$ cat src/pfq_pkg.sv
// Shared constants, types and state codes for the PCM fade quantiser.
`default_nettype none

package pfq_pkg;

    // Fixed-point format of the incoming sample and width of the position counter
    localparam int FRAC_BITS     = 23;
    localparam int POSITION_BITS = 24;

    // Port widths
    localparam int RATE_W      = 18;
    localparam int CLIP_W      = 24;
    localparam int CFG_DATA_W  = 24;
    localparam int CFG_INDEX_W = 1;
    localparam int SAMPLE_W    = 32;
    localparam int PCM_W       = 16;

    // Reset values of the configuration registers
    localparam logic [RATE_W-1:0] RATE_RESET = RATE_W'(24000);
    localparam logic [CLIP_W-1:0] CLIP_RESET = CLIP_W'(24000);

    // Width that holds either the position or the clip length
    localparam int POS_CMP_W = (POSITION_BITS > CLIP_W) ? POSITION_BITS : CLIP_W;

    // Fade lengths: fade-out = floor(rate/25), fade-in = floor(fade-out/8)
    localparam int FO_W     = 14;
    localparam int FI_SHIFT = 3;
    localparam int FI_W     = FO_W - FI_SHIFT;

    // Ramp numerator and denominator are at most a fade-in times a fade-out
    localparam int NUM_W = FI_W + FO_W;
    localparam int DEN_W = FI_W + FO_W;

    // Shared multiplier
    localparam int MUL_A_W = SAMPLE_W;
    localparam int MUL_B_W = NUM_W;
    localparam int PROD_W  = MUL_A_W + MUL_B_W;

    // Reciprocal of 25, exact for every 18-bit rate
    localparam int                 RECIP_SHIFT = 23;
    localparam logic [MUL_B_W-1:0] RECIP_25    = MUL_B_W'(335545);

    // Output scale 32767 = 2^15 - 1
    localparam int               PCM_SCALE_SHIFT = 15;
    localparam logic [PCM_SCALE_SHIFT-1:0] PCM_MAX = '1;

    // Restoring divider for the scaled magnitude
    localparam int LIM_W     = DEN_W + FRAC_BITS;
    localparam int REM_W     = LIM_W + PCM_SCALE_SHIFT;
    localparam int DIV_STEPS = PCM_SCALE_SHIFT;
    localparam int DIV_CNT_W = $clog2(DIV_STEPS);

    typedef enum logic [CFG_INDEX_W-1:0] {
        REG_RATE_HZ     = 1'b0,
        REG_CLIP_LENGTH = 1'b1
    } cfg_index_t;

    typedef enum logic [3:0] {
        ST_IDLE,
        ST_FADE_LEN,
        ST_FADE_FLAGS,
        ST_NUM,
        ST_DEN,
        ST_PROD,
        ST_SCALE,
        ST_DIVIDE,
        ST_DONE
    } state_t;

    typedef enum logic [1:0] {
        MUL_RECIP,
        MUL_NUM,
        MUL_DEN,
        MUL_PROD
    } mul_sel_t;

endpackage

`default_nettype wire

$ cat src/pcm_fade_quantizer_top.sv
// One transaction at a time: in_stall stays high from an accepted input until its
// result is loaded into the output register, and that load waits while the output is
// stalled. A single shared multiplier and a 15-step restoring divider do the work.
// A finished result waits in the output register; the next input is taken meanwhile.
// Reset (rst_n low, asynchronous): position cleared, the rate and clip-length
// registers return to 24000, no result pending.
`default_nettype none

module pcm_fade_quantizer_top (
    input  wire logic                                   clk,
    input  wire logic                                   rst_n,
    input  wire logic                                   cfg_write,
    input  wire logic [pfq_pkg::CFG_INDEX_W-1:0]        cfg_index,
    input  wire logic [pfq_pkg::CFG_DATA_W-1:0]         cfg_data,
    input  wire logic                                   in_valid,
    output      logic                                   in_stall,
    input  wire logic signed [pfq_pkg::SAMPLE_W-1:0]    sample_value,
    input  wire logic                                   not_a_number,
    output      logic                                   out_valid,
    input  wire logic                                   out_stall,
    output      logic signed [pfq_pkg::PCM_W-1:0]       pcm_sample,
    output      logic                                   clip_end
);

    // Configuration and control state
    logic [pfq_pkg::RATE_W-1:0]        rate_hz_reg;
    logic [pfq_pkg::CLIP_W-1:0]        clip_length_reg;
    logic [pfq_pkg::POSITION_BITS-1:0] position_reg;
    logic [pfq_pkg::POSITION_BITS-1:0] position_next;
    pfq_pkg::state_t                   state_reg;
    pfq_pkg::state_t                   state_next;
    logic                              out_valid_reg;

    // Per-transaction working registers
    logic [pfq_pkg::SAMPLE_W-1:0]      mag_reg;
    logic                              neg_reg;
    logic                              nan_reg;
    logic                              end_reg;
    logic [pfq_pkg::CLIP_W-1:0]        idx_reg;
    logic [pfq_pkg::FO_W-1:0]          fo_reg;
    logic [pfq_pkg::FI_W-1:0]          fi_cap_reg;
    logic [pfq_pkg::FO_W-1:0]          fo_cap_reg;
    logic                              fade_in_reg;
    logic                              fade_tail_reg;
    logic [pfq_pkg::NUM_W-1:0]         num_reg;
    logic [pfq_pkg::DEN_W-1:0]         den_reg;
    logic [pfq_pkg::PROD_W-1:0]        prod_reg;
    logic                              clamp_reg;
    logic [pfq_pkg::REM_W-1:0]         rem_reg;
    logic [pfq_pkg::REM_W-2:0]         dsh_reg;
    logic [pfq_pkg::DIV_STEPS-1:0]     quo_reg;
    logic [pfq_pkg::DIV_CNT_W-1:0]     div_cnt_reg;
    logic signed [pfq_pkg::PCM_W-1:0]  pcm_sample_reg;
    logic                              clip_end_reg;

    // Combinational
    logic                              in_accept;
    logic                              out_free;
    logic                              out_load;
    pfq_pkg::mul_sel_t                 mul_sel;
    logic [pfq_pkg::CLIP_W-1:0]        n_len;
    logic [pfq_pkg::CLIP_W-1:0]        half_len;
    logic [pfq_pkg::POS_CMP_W-1:0]     pos_wide;
    logic [pfq_pkg::CLIP_W-1:0]        idx_in;
    logic [pfq_pkg::CLIP_W-1:0]        idx_inc;
    logic                              last_in;
    logic [pfq_pkg::SAMPLE_W-1:0]      raw_in;
    logic [pfq_pkg::SAMPLE_W-1:0]      mag_in;
    logic [pfq_pkg::FI_W-1:0]          fi_raw;
    logic [pfq_pkg::FI_W-1:0]          fi_cap;
    logic [pfq_pkg::FO_W-1:0]          fo_cap;
    logic [pfq_pkg::CLIP_W-1:0]        tail;
    logic [pfq_pkg::MUL_A_W-1:0]       mul_a;
    logic [pfq_pkg::MUL_B_W-1:0]       mul_b;
    logic [pfq_pkg::PROD_W-1:0]        mul_p;
    logic [pfq_pkg::LIM_W-1:0]         limit;
    logic [pfq_pkg::LIM_W-1:0]         p_low;
    logic [pfq_pkg::REM_W-1:0]         scaled;
    logic [pfq_pkg::REM_W-1:0]         dsh_ext;
    logic                              div_ge;
    logic [pfq_pkg::PCM_SCALE_SHIFT-1:0] mag_res;
    logic [pfq_pkg::PCM_W-1:0]         mag_res_ext;

    // ------------------------------------------------------------------
    // Position and sample decode at accept
    // ------------------------------------------------------------------
    assign n_len    = (clip_length_reg == '0) ? pfq_pkg::CLIP_W'(1) : clip_length_reg;
    assign half_len = n_len >> 1;
    assign pos_wide = pfq_pkg::POS_CMP_W'(position_reg);

    // Restart the clip when the position has run past a shortened clip
    assign idx_in  = (pos_wide >= pfq_pkg::POS_CMP_W'(n_len)) ? '0
                                                              : pfq_pkg::CLIP_W'(pos_wide);
    assign last_in = (idx_in == n_len - pfq_pkg::CLIP_W'(1));
    assign idx_inc = idx_in + pfq_pkg::CLIP_W'(1);
    assign position_next = last_in ? '0 : pfq_pkg::POSITION_BITS'(idx_inc);

    assign raw_in = sample_value;
    assign mag_in = raw_in[pfq_pkg::SAMPLE_W-1] ? (~raw_in + pfq_pkg::SAMPLE_W'(1)) : raw_in;

    // ------------------------------------------------------------------
    // Fade lengths, capped at half the clip
    // ------------------------------------------------------------------
    assign fi_raw = fo_reg[pfq_pkg::FO_W-1:pfq_pkg::FI_SHIFT];
    assign fo_cap = (pfq_pkg::CLIP_W'(fo_reg) > half_len) ? pfq_pkg::FO_W'(half_len) : fo_reg;
    assign fi_cap = (pfq_pkg::CLIP_W'(fi_raw) > half_len) ? pfq_pkg::FI_W'(half_len) : fi_raw;
    assign tail   = n_len - pfq_pkg::CLIP_W'(1) - idx_reg;

    // ------------------------------------------------------------------
    // Shared multiplier
    // ------------------------------------------------------------------
    always_comb
    begin
        unique case (mul_sel)
            pfq_pkg::MUL_RECIP:
            begin
                mul_a = pfq_pkg::MUL_A_W'(rate_hz_reg);
                mul_b = pfq_pkg::RECIP_25;
            end
            pfq_pkg::MUL_NUM:
            begin
                mul_a = fade_in_reg   ? pfq_pkg::MUL_A_W'(idx_reg[pfq_pkg::FI_W-1:0])
                                      : pfq_pkg::MUL_A_W'(1);
                mul_b = fade_tail_reg ? pfq_pkg::MUL_B_W'(tail[pfq_pkg::FO_W-1:0])
                                      : pfq_pkg::MUL_B_W'(1);
            end
            pfq_pkg::MUL_DEN:
            begin
                mul_a = fade_in_reg   ? pfq_pkg::MUL_A_W'(fi_cap_reg) : pfq_pkg::MUL_A_W'(1);
                mul_b = fade_tail_reg ? pfq_pkg::MUL_B_W'(fo_cap_reg) : pfq_pkg::MUL_B_W'(1);
            end
            pfq_pkg::MUL_PROD:
            begin
                mul_a = mag_reg;
                mul_b = num_reg;
            end
            default:
            begin
                mul_a = '0;
                mul_b = '0;
            end
        endcase
    end

    assign mul_p = pfq_pkg::PROD_W'(mul_a) * pfq_pkg::PROD_W'(mul_b);

    // ------------------------------------------------------------------
    // Clamp test, scale by 32767 and restoring divide by den * 2^FRAC_BITS
    // ------------------------------------------------------------------
    assign limit  = {den_reg, {pfq_pkg::FRAC_BITS{1'b0}}};
    assign p_low  = prod_reg[pfq_pkg::LIM_W-1:0];
    assign scaled = (pfq_pkg::REM_W'(p_low) << pfq_pkg::PCM_SCALE_SHIFT)
                    - pfq_pkg::REM_W'(p_low);

    assign dsh_ext = pfq_pkg::REM_W'(dsh_reg);
    assign div_ge  = (rem_reg >= dsh_ext);

    assign mag_res     = clamp_reg ? pfq_pkg::PCM_MAX : quo_reg;
    assign mag_res_ext = pfq_pkg::PCM_W'(mag_res);

    // ------------------------------------------------------------------
    // Sequencer
    // ------------------------------------------------------------------
    assign out_free = !out_valid_reg || !out_stall;

    always_comb
    begin
        state_next = state_reg;
        unique case (state_reg)
            pfq_pkg::ST_IDLE:       if (in_valid) state_next = pfq_pkg::ST_FADE_LEN;
            pfq_pkg::ST_FADE_LEN:   state_next = pfq_pkg::ST_FADE_FLAGS;
            pfq_pkg::ST_FADE_FLAGS: state_next = pfq_pkg::ST_NUM;
            pfq_pkg::ST_NUM:        state_next = pfq_pkg::ST_DEN;
            pfq_pkg::ST_DEN:        state_next = pfq_pkg::ST_PROD;
            pfq_pkg::ST_PROD:       state_next = pfq_pkg::ST_SCALE;
            pfq_pkg::ST_SCALE:      state_next = pfq_pkg::ST_DIVIDE;
            pfq_pkg::ST_DIVIDE:     if (div_cnt_reg == '0) state_next = pfq_pkg::ST_DONE;
            pfq_pkg::ST_DONE:       if (out_free) state_next = pfq_pkg::ST_IDLE;
            default:                state_next = pfq_pkg::ST_IDLE;
        endcase
    end

    always_comb
    begin
        in_stall = 1'b1;
        out_load = 1'b0;
        mul_sel  = pfq_pkg::MUL_RECIP;
        unique case (state_reg)
            pfq_pkg::ST_IDLE:   in_stall = 1'b0;
            pfq_pkg::ST_NUM:    mul_sel  = pfq_pkg::MUL_NUM;
            pfq_pkg::ST_DEN:    mul_sel  = pfq_pkg::MUL_DEN;
            pfq_pkg::ST_PROD:   mul_sel  = pfq_pkg::MUL_PROD;
            pfq_pkg::ST_DONE:   out_load = out_free;
            default:            mul_sel  = pfq_pkg::MUL_RECIP;
        endcase
    end

    assign in_accept = in_valid && !in_stall;

    // ------------------------------------------------------------------
    // Control registers
    // ------------------------------------------------------------------
    always_ff @(posedge clk or negedge rst_n)
    begin
        if (!rst_n)
        begin
            state_reg       <= pfq_pkg::ST_IDLE;
            rate_hz_reg     <= pfq_pkg::RATE_RESET;
            clip_length_reg <= pfq_pkg::CLIP_RESET;
            position_reg    <= '0;
            out_valid_reg   <= 1'b0;
        end
        else
        begin
            state_reg <= state_next;
            if (cfg_write)
            begin
                unique case (pfq_pkg::cfg_index_t'(cfg_index))
                    pfq_pkg::REG_RATE_HZ:     rate_hz_reg     <= cfg_data[pfq_pkg::RATE_W-1:0];
                    pfq_pkg::REG_CLIP_LENGTH: clip_length_reg <= cfg_data[pfq_pkg::CLIP_W-1:0];
                    default:                  rate_hz_reg     <= rate_hz_reg;
                endcase
            end
            if (in_accept)
            begin
                position_reg <= position_next;
            end
            if (out_load)
            begin
                out_valid_reg <= 1'b1;
            end
            else if (out_valid_reg && !out_stall)
            begin
                out_valid_reg <= 1'b0;
            end
        end
    end

    // ------------------------------------------------------------------
    // Datapath registers
    // ------------------------------------------------------------------
    always_ff @(posedge clk)
    begin
        unique case (state_reg)
            pfq_pkg::ST_IDLE:
            begin
                if (in_accept)
                begin
                    mag_reg <= mag_in;
                    neg_reg <= raw_in[pfq_pkg::SAMPLE_W-1];
                    nan_reg <= not_a_number;
                    end_reg <= last_in;
                    idx_reg <= idx_in;
                end
            end
            pfq_pkg::ST_FADE_LEN:
            begin
                fo_reg <= mul_p[pfq_pkg::RECIP_SHIFT +: pfq_pkg::FO_W];
            end
            pfq_pkg::ST_FADE_FLAGS:
            begin
                fi_cap_reg    <= fi_cap;
                fo_cap_reg    <= fo_cap;
                fade_in_reg   <= (fi_cap != '0) && (idx_reg < pfq_pkg::CLIP_W'(fi_cap));
                fade_tail_reg <= (fo_cap != '0)
                                 && (idx_reg >= n_len - pfq_pkg::CLIP_W'(fo_cap));
            end
            pfq_pkg::ST_NUM:
            begin
                num_reg <= mul_p[pfq_pkg::NUM_W-1:0];
            end
            pfq_pkg::ST_DEN:
            begin
                den_reg <= mul_p[pfq_pkg::DEN_W-1:0];
            end
            pfq_pkg::ST_PROD:
            begin
                prod_reg <= mul_p;
            end
            pfq_pkg::ST_SCALE:
            begin
                clamp_reg   <= (prod_reg >= pfq_pkg::PROD_W'(limit));
                rem_reg     <= scaled;
                dsh_reg     <= (pfq_pkg::REM_W-1)'(limit) << (pfq_pkg::DIV_STEPS - 1);
                quo_reg     <= '0;
                div_cnt_reg <= pfq_pkg::DIV_CNT_W'(pfq_pkg::DIV_STEPS - 1);
            end
            pfq_pkg::ST_DIVIDE:
            begin
                if (div_ge)
                begin
                    rem_reg <= rem_reg - dsh_ext;
                end
                quo_reg     <= {quo_reg[pfq_pkg::DIV_STEPS-2:0], div_ge};
                dsh_reg     <= dsh_reg >> 1;
                div_cnt_reg <= div_cnt_reg - pfq_pkg::DIV_CNT_W'(1);
            end
            pfq_pkg::ST_DONE:
            begin
                if (out_load)
                begin
                    clip_end_reg <= end_reg;
                    if (nan_reg)
                    begin
                        pcm_sample_reg <= '0;
                    end
                    else if (neg_reg)
                    begin
                        pcm_sample_reg <= -$signed(mag_res_ext);
                    end
                    else
                    begin
                        pcm_sample_reg <= $signed(mag_res_ext);
                    end
                end
            end
            default:
            begin
                nan_reg <= nan_reg;
            end
        endcase
    end

    assign out_valid  = out_valid_reg;
    assign pcm_sample = pcm_sample_reg;
    assign clip_end   = clip_end_reg;

endmodule

`default_nettype wire

$ cat config.mk
export PLATFORM = sky130hd
export DESIGN_NAME = pcm_fade_quantizer_top
export DESIGN_NICKNAME = d
export VERILOG_FILES = /design/src/pfq_pkg.sv /design/src/pcm_fade_quantizer_top.sv
export SDC_FILE = /design/constraint.sdc
export NUM_CORES = 2
export LEC_CHECK = 0
export ABC_AREA = 1
export CORE_MARGIN = 3
export CORE_UTILIZATION = 60
export CTS_BUF_LIST = sky130_fd_sc_hd__clkbuf_4 sky130_fd_sc_hd__clkbuf_8
export CTS_CLUSTER_SIZE = 30
export DETAILED_ROUTE_END_ITERATION = 8
export DONT_BUFFER_PORTS = 1
export PLACE_DENSITY = 0.76
export SLEW_MARGIN = 15
export SYNTH_ARGS = -nofsm -noshare
export SYNTH_HDL_FRONTEND = slang
export SYNTH_SLANG_ARGS = --single-unit
export TNS_END_PERCENT = 30
$ cat constraint.sdc
create_clock -name clk -period 11.7 [get_ports clk]
set_input_delay 1.17 -clock clk [delete_from_list [all_inputs] [get_ports clk]]
set_output_delay 1.17 -clock clk [all_outputs]
set_load 0.01 [all_outputs]
== Word-level counts from Yosys, hierarchy flattened ==
Cells that the tools add are included.

* Register bits: 440
* Word-level logic and storage cells: 113

* $add $sub $neg: 9
* Multiply operators: 1
* $lt $le $gt $ge: 7
* Equality and inequality tests: 16
* Mux-type cells: 28
* Bitwise gates (word level): 3
* Reduce and logical (&&, ||, !) cells: 22

{| class="wikitable"
|+ Operators by type and width
! operator !! count
|-
| $pmux W32 S4 || 1
|-
| $pmux W63 S2 || 1
|-
| $pmux W62 S2 || 1
|-
| $pmux W25 S4 || 1
|-
| $mux W24 || 3
|-
| $ge A63 B62 Y1 || 1
|-
| $mux W63 || 1
|-
| $sub A63 B48 Y63 || 1
|-
| $sub A63 B62 Y63 || 1
|-
| $ge A57 B48 Y1 || 1
|-
| $mul A32 B25 Y57 || 1
|-
| $ge A24 B24 Y1 || 2
|-
| $mux W14 || 3
|-
| $pmux W4 S9 || 1
|-
| $mux W11 || 3
|-
| $add A32 B1 Y32 const B || 1
|-
| $not A32 Y32 || 1
|-
| $mux W31 || 1
|-
| $mux W15 || 2
|-
| $pmux W15 S2 || 1
|-
| $add A24 B1 Y24 const B || 1
|-
| $eq A24 B24 Y1 || 1
|-
| $logic_not A24 Y1 || 1
|-
| $lt A24 B11 Y1 || 1
|-
| other kinds (30) || 54
|}

== Depth between registers and ports, before layout ==
* Depth after elaboration: 7
* Gate-level depth with buffers: 51

== Worst setup path before layout ==
No wires, ideal clock.

* Path kind: register to register
* Start: register clip_length_reg[7] in the netlist's numbering
* End: register prod_reg[54] in the netlist's numbering, data pin
* Library setup time: 0.262 ns
* Arrival: 8.800 ns
* Data required time: 11.438 ns
* Path slack: 2.638 ns
* Cell stages (with the launch flop): 47
* Clock period less this slack: 9.062 ns
* Cell sequence: dfstp_2 buf_2 nor2_2 nand2_1 nor2_2 nand3_4 nand2_4 inv_2 ha_1 nand2_1 nor2_1 xor2_1 inv_1 ha_1 inv_1 nor3_1 nand2_1 nand2_1 [... 11 more ...] fa_1 inv_1 fa_1 fa_1 inv_1 fa_1 inv_1 ha_1 nand2_1 nor2_1 nand2_1 nor3_1 nand3_1 nand3_1 nand2_1 o211ai_1 a21oi_1 xor2_1

* Cells in the longest elaborated chain, start to end: 7

{| class="wikitable"
|+ RTL lines
! element !! RTL line !! source
|-
| start: declaration || pcm_fade_quantizer_top.sv:27 || <nowiki>logic [pfq_pkg::CLIP_W-1:0] clip_length_reg;</nowiki>
|-
| start signal: assignment || pcm_fade_quantizer_top.sv:209 || <nowiki>clip_length_reg <= pfq_pkg::CLIP_RESET;</nowiki>
|-
| start signal: assignment || pcm_fade_quantizer_top.sv:220 || <nowiki>pfq_pkg::REG_CLIP_LENGTH: clip_length_reg <= cfg_data[pfq_pkg::CLIP_W-1:0];</nowiki>
|-
| $logic_not A24 Y1 || pcm_fade_quantizer_top.sv:87 || <nowiki>assign n_len = (clip_length_reg == '0) ? pfq_pkg::CLIP_W'(1) : clip_length_reg;</nowiki>
|-
| $mux W24 * || pcm_fade_quantizer_top.sv:87 ||
|-
| $sub A24 B1 Y24 * || pcm_fade_quantizer_top.sv:107 || <nowiki>assign tail = n_len - pfq_pkg::CLIP_W'(1) - idx_reg;</nowiki>
|-
| $sub A14 B14 Y14 * || pcm_fade_quantizer_top.sv:107 ||
|-
| $mux W14 * || pcm_fade_quantizer_top.sv:124 || <nowiki>mul_b = fade_tail_reg ? pfq_pkg::MUL_B_W'(tail[pfq_pkg::FO_W-1:0])</nowiki>
|-
| $pmux W25 S4 * || pcm_fade_quantizer_top.sv:114 || <nowiki>unique case (mul_sel)</nowiki>
|-
| $mul A32 B25 Y57 * || pcm_fade_quantizer_top.sv:145 || <nowiki>assign mul_p = pfq_pkg::PROD_W'(mul_a) * pfq_pkg::PROD_W'(mul_b);</nowiki>
|-
| named net mul_p (one bit) || pcm_fade_quantizer_top.sv:75 || <nowiki>logic [pfq_pkg::PROD_W-1:0] mul_p;</nowiki>
|-
| end signal: assignment || pcm_fade_quantizer_top.sv:278 || <nowiki>prod_reg <= mul_p;</nowiki>
|-
| end: declaration || pcm_fade_quantizer_top.sv:47 || <nowiki>logic [pfq_pkg::PROD_W-1:0] prod_reg;</nowiki>
|}

Mark *: on every way through the listed nets, which the timed path passes. The rest lies on a longest branch.
A chain may end at the register's enable or synchronous reset.

== Worst setup path in the final report ==
* Start: register clip_length_reg[14] in the netlist's numbering
* End: register prod_reg[54] in the netlist's numbering, data pin

* Cells in the longest elaborated chain, start to end: 7

{| class="wikitable"
|+ RTL lines
! element !! RTL line
|-
| $logic_not A24 Y1 || pcm_fade_quantizer_top.sv:87
|-
| $mux W24 || pcm_fade_quantizer_top.sv:87
|-
| $sub A24 B1 Y24 || pcm_fade_quantizer_top.sv:107
|-
| $sub A14 B14 Y14 || pcm_fade_quantizer_top.sv:107
|-
| $mux W14 || pcm_fade_quantizer_top.sv:124
|-
| $pmux W25 S4 || pcm_fade_quantizer_top.sv:114
|-
| $mul A32 B25 Y57 || pcm_fade_quantizer_top.sv:145
|-
| named net mul_p (one bit) || pcm_fade_quantizer_top.sv:75
|}

The timed path passes the listed nets, and every way through them passes these cells.

==> impl_results.md <==
* Least-Margin Pin Slew at ~1.3 ns
* Post-Syn Nets at 8502
* Post-detail-place hpwl at around 170000 µm
* Antenna violations before repair at 2
* Final setup violation count at 0
* CTS tree: built
* Max-Cap Viols at 0
* CP Buf/Inv Count at 10
* Cell count after synthesis at 7321
* Worst setup SP type: flop
* CP arrival at around 12 ns
* Pin count of the biggest net entering global routing at 78
* IO Pins at 82
* GPL Wtd Cong at ~1.1
* Die area at approximately 100000 µm²
* Sequential fraction of the synthesis area at about 22%
* Worst path most repeated cell: fa_1
* Design Area, Final at 60900 µm²
* Fraction of layout cells with a size suffix above 1 at under 10%
* Number of fill cells at 8316
* Root Driver: clkbuf_8
* Port Buffers at 0
* Vias at approximately 50000
* Placed cell area at between 50000 and 60000 µm²
* Flops & latches, synth at 440
* Crit share post-route at roughly 94%
* Worst Skew at about 0.042 ns
* Vias in the first global route at approximately 50000
* Row count at 112
* Dpl ws at ~0.57 ns
* Rel. slew slack at roughly 16%
* Final TNS setup at 0 ns
* Final worst setup slack at approximately 0.66 ns
* RSZ-0062 raised after global routing: no
* Die Span Y at ~320 µm
* Synth Cell Area at roughly 58000 µm²
* Clk pin slew, worst setup/hold paths at approximately 0.07 ns
* Met1 Use GR at between 50% and 60%
* Die W at between 300 and 400 µm
* Yosys cell types at 67
* Clock buffer depth at 3
* CP max FO at 10
* FFs w/ async S/R, synth at between 10% and 20%
* Global route overflow at 0
* Met2 Use GR at between 60% and 70%
* Initial DRT Pass Iterations at 6
* Yosys warning count at 0
* Vias/cell at about 6.0
* Ys flop type: edfxtp_1
* Status: completed
* Req. time, crit path at ~12 ns
* Total GRT Usage at around two fifths
* CP delay by family, top: adder cells
* WS Path Type: reg -> reg
* Hold Crit Class: in -> async
* Effective utilization at floorplan at between 60% and 70%
* Largest register FFs at between 60 and 70
* Largest stage delay, worst path at 0.62 ns
* Drt wl/cell at about 24 µm
* Number of synthesized flops with an enable pin at 369
* Post-synthesis area per instance at around 7.9 µm²
* Routed WL at about 210000 µm
* Antenna Nets Post-Route at 0
* 1st-iter DRT viols at roughly 5900
* Crit. End Element: flop
* Most used routing layer: met2
* Core Util, Final at between 60% and 70%
* Clock tree sinks at 440
* Post-layout nets at approximately 8500
* TritonCTS buffer count at 80
* Slowest stage cell, crit path: dfstp_2
* First-pass GRT wire length at 311000 µm
* Core Area at between 90000 and 100000 µm²
* Synth-to-Final Area Change at 5.83%
* Depth of the CTS H-tree at 3
* Met3 GRT Util at ~16%
* Max Clk Rate at 90.6 MHz
* Slew Limit Fails at 0
* Drt drc at 0
* Fin crit period at around 11 ns
* Worst-Skew Late Latency at 0.75 ns
* Number of hold violations in the final report at 0
* R2R Path Start: clip_length_reg[14]
* Crit. Startpoint: clip_length_reg[14]
[metrics by stage]
stage / std cells / hold slack (ns)
global placement: 8482 / 0.411
CTS: 8629 / 0.0415
detailed placement: 8482 / 0.422
finish: 8639 / 0.119
global route: 8635 / 0.0765
floorplan: 7321 / 0.400
[worst reg2reg max path: cells and delay by family (launching register included)]
kind                       cells  cell delay, ns
buffers and inverters         10            1.08
and+or+nand+nor               16            2.59
adders and majority gates     10            4.66
AOI/OAI and AO/OA              7            1.29
DFF                            1            0.62
xor gates and xnor gates       2            0.61
[cell usage after synthesis, types with 12 or more instances]
master    number  area, µm²
ha_1         428       5360
nand2_1     1469       5510
inv_1       1542       5790
nor3_1        66        330
nand3_1      196        981
nand4_1       84        526
a221oi_1      19        166
buf_1         15       56.3
xnor2_1       45        394
edfxtp_1     369      11100
clkbuf_1     119        447
a21boi_0      19        143
a31oi_1       50        313
clkinv_1      18       67.6
xor2_1       120       1050
o21ai_0      335       1680
nor2_2        44        275
nor4_1        30        188
a21oi_1      364       1820
nand3_2       23        230
o21a_1        12       90.1
or2_2         14       87.6
nor2_1       912       3420
buf_2         36        180
a21o_1        36        270
o21bai_1      32        240
dfstp_2       14        368
fa_1         690      13800
inv_2         28        105
dfrtp_1       57       1430
[routing by layer]
| layer | wire (µm) | share of wire, % | up-vias |
|---|---|---|---|
| met5 | 293 | 0.14 | - |
| met1 | 80200 | 39 | 24600 |
| li1 | - | - | 22900 |
| met2 | 87100 | 42 | 3225 |
| met3 | 28600 | 14 | 664 |
| met4 | 10800 | 5.2 | 6 |
[repair_timing]
item	in CTS	in global routing
setup endpoints to repair	0	6
gates resized for setup	0	2
hold buffers	0	0
setup buffers	0	4
[path summary, 6_finish.rpt]
path / end / slack [ns] / cells past startpoint
min in group clk: clip_end / 0.43 / 0
max: prod_reg[54] / 0.66 / 45
max in group asynchronous: clip_length_reg[6] / 11.34 / 0
min: pos_wide[17] / 0.12 / 0
min reg2reg: clip_end / 0.43 / 0
max reg2reg: prod_reg[54] / 0.66 / 45
[placed cells by master (no fill, tap or decap), types with 36 or more instances in the layout]
master / instances
nor3_1: 64
dfrtp_1: 57
buf_4: 91
nand2_1: 1467
ha_1: 428
xor2_1: 120
o21ai_0: 335
a21oi_1: 362
nand3_1: 196
a21o_1: 36
clkbuf_8: 82
inv_1: 1540
fa_1: 690
nand4_1: 84
nor2_2: 43
edfxtp_1: 369
nor2_1: 907
a31oi_1: 50
xnor2_1: 45
[cell type report]
| cell class | instances | area, µm² | share of cell area, % |
|---|---|---|---|
| Multi-Input combinational cell | 5111 | 38000 | 62.4 |
| Inverter | 1589 | 5980 | 9.82 |
| Clock inverter | 49 | 505 | 0.830 |
| Tap cell | 1254 | 1570 | 2.58 |
| Antenna cell | 4 | 10.0 | 0.0164 |
| Sequential cell | 440 | 12900 | 21.1 |
| Timing Repair Buffer | 94 | 738 | 1.21 |
| Clock buffer | 98 | 1250 | 2.05 |
[logic make-up after synthesis]
| kind of cell | synth area share [%] |
|---|---|
| AO/OA/AOI/OAI | 9.11 |
| XOR/XNOR | 2.54 |
| adder cells (fa/ha/maj) | 33.3 |
| buffers and inverters | 11.8 |
| flip-flops | 22.4 |
| AND/OR/NAND/NOR | 20.9 |
Power is left out: the tool's default activity adds up to more than one toggle a clock period on the data nets, which glitch-free logic cannot reach.
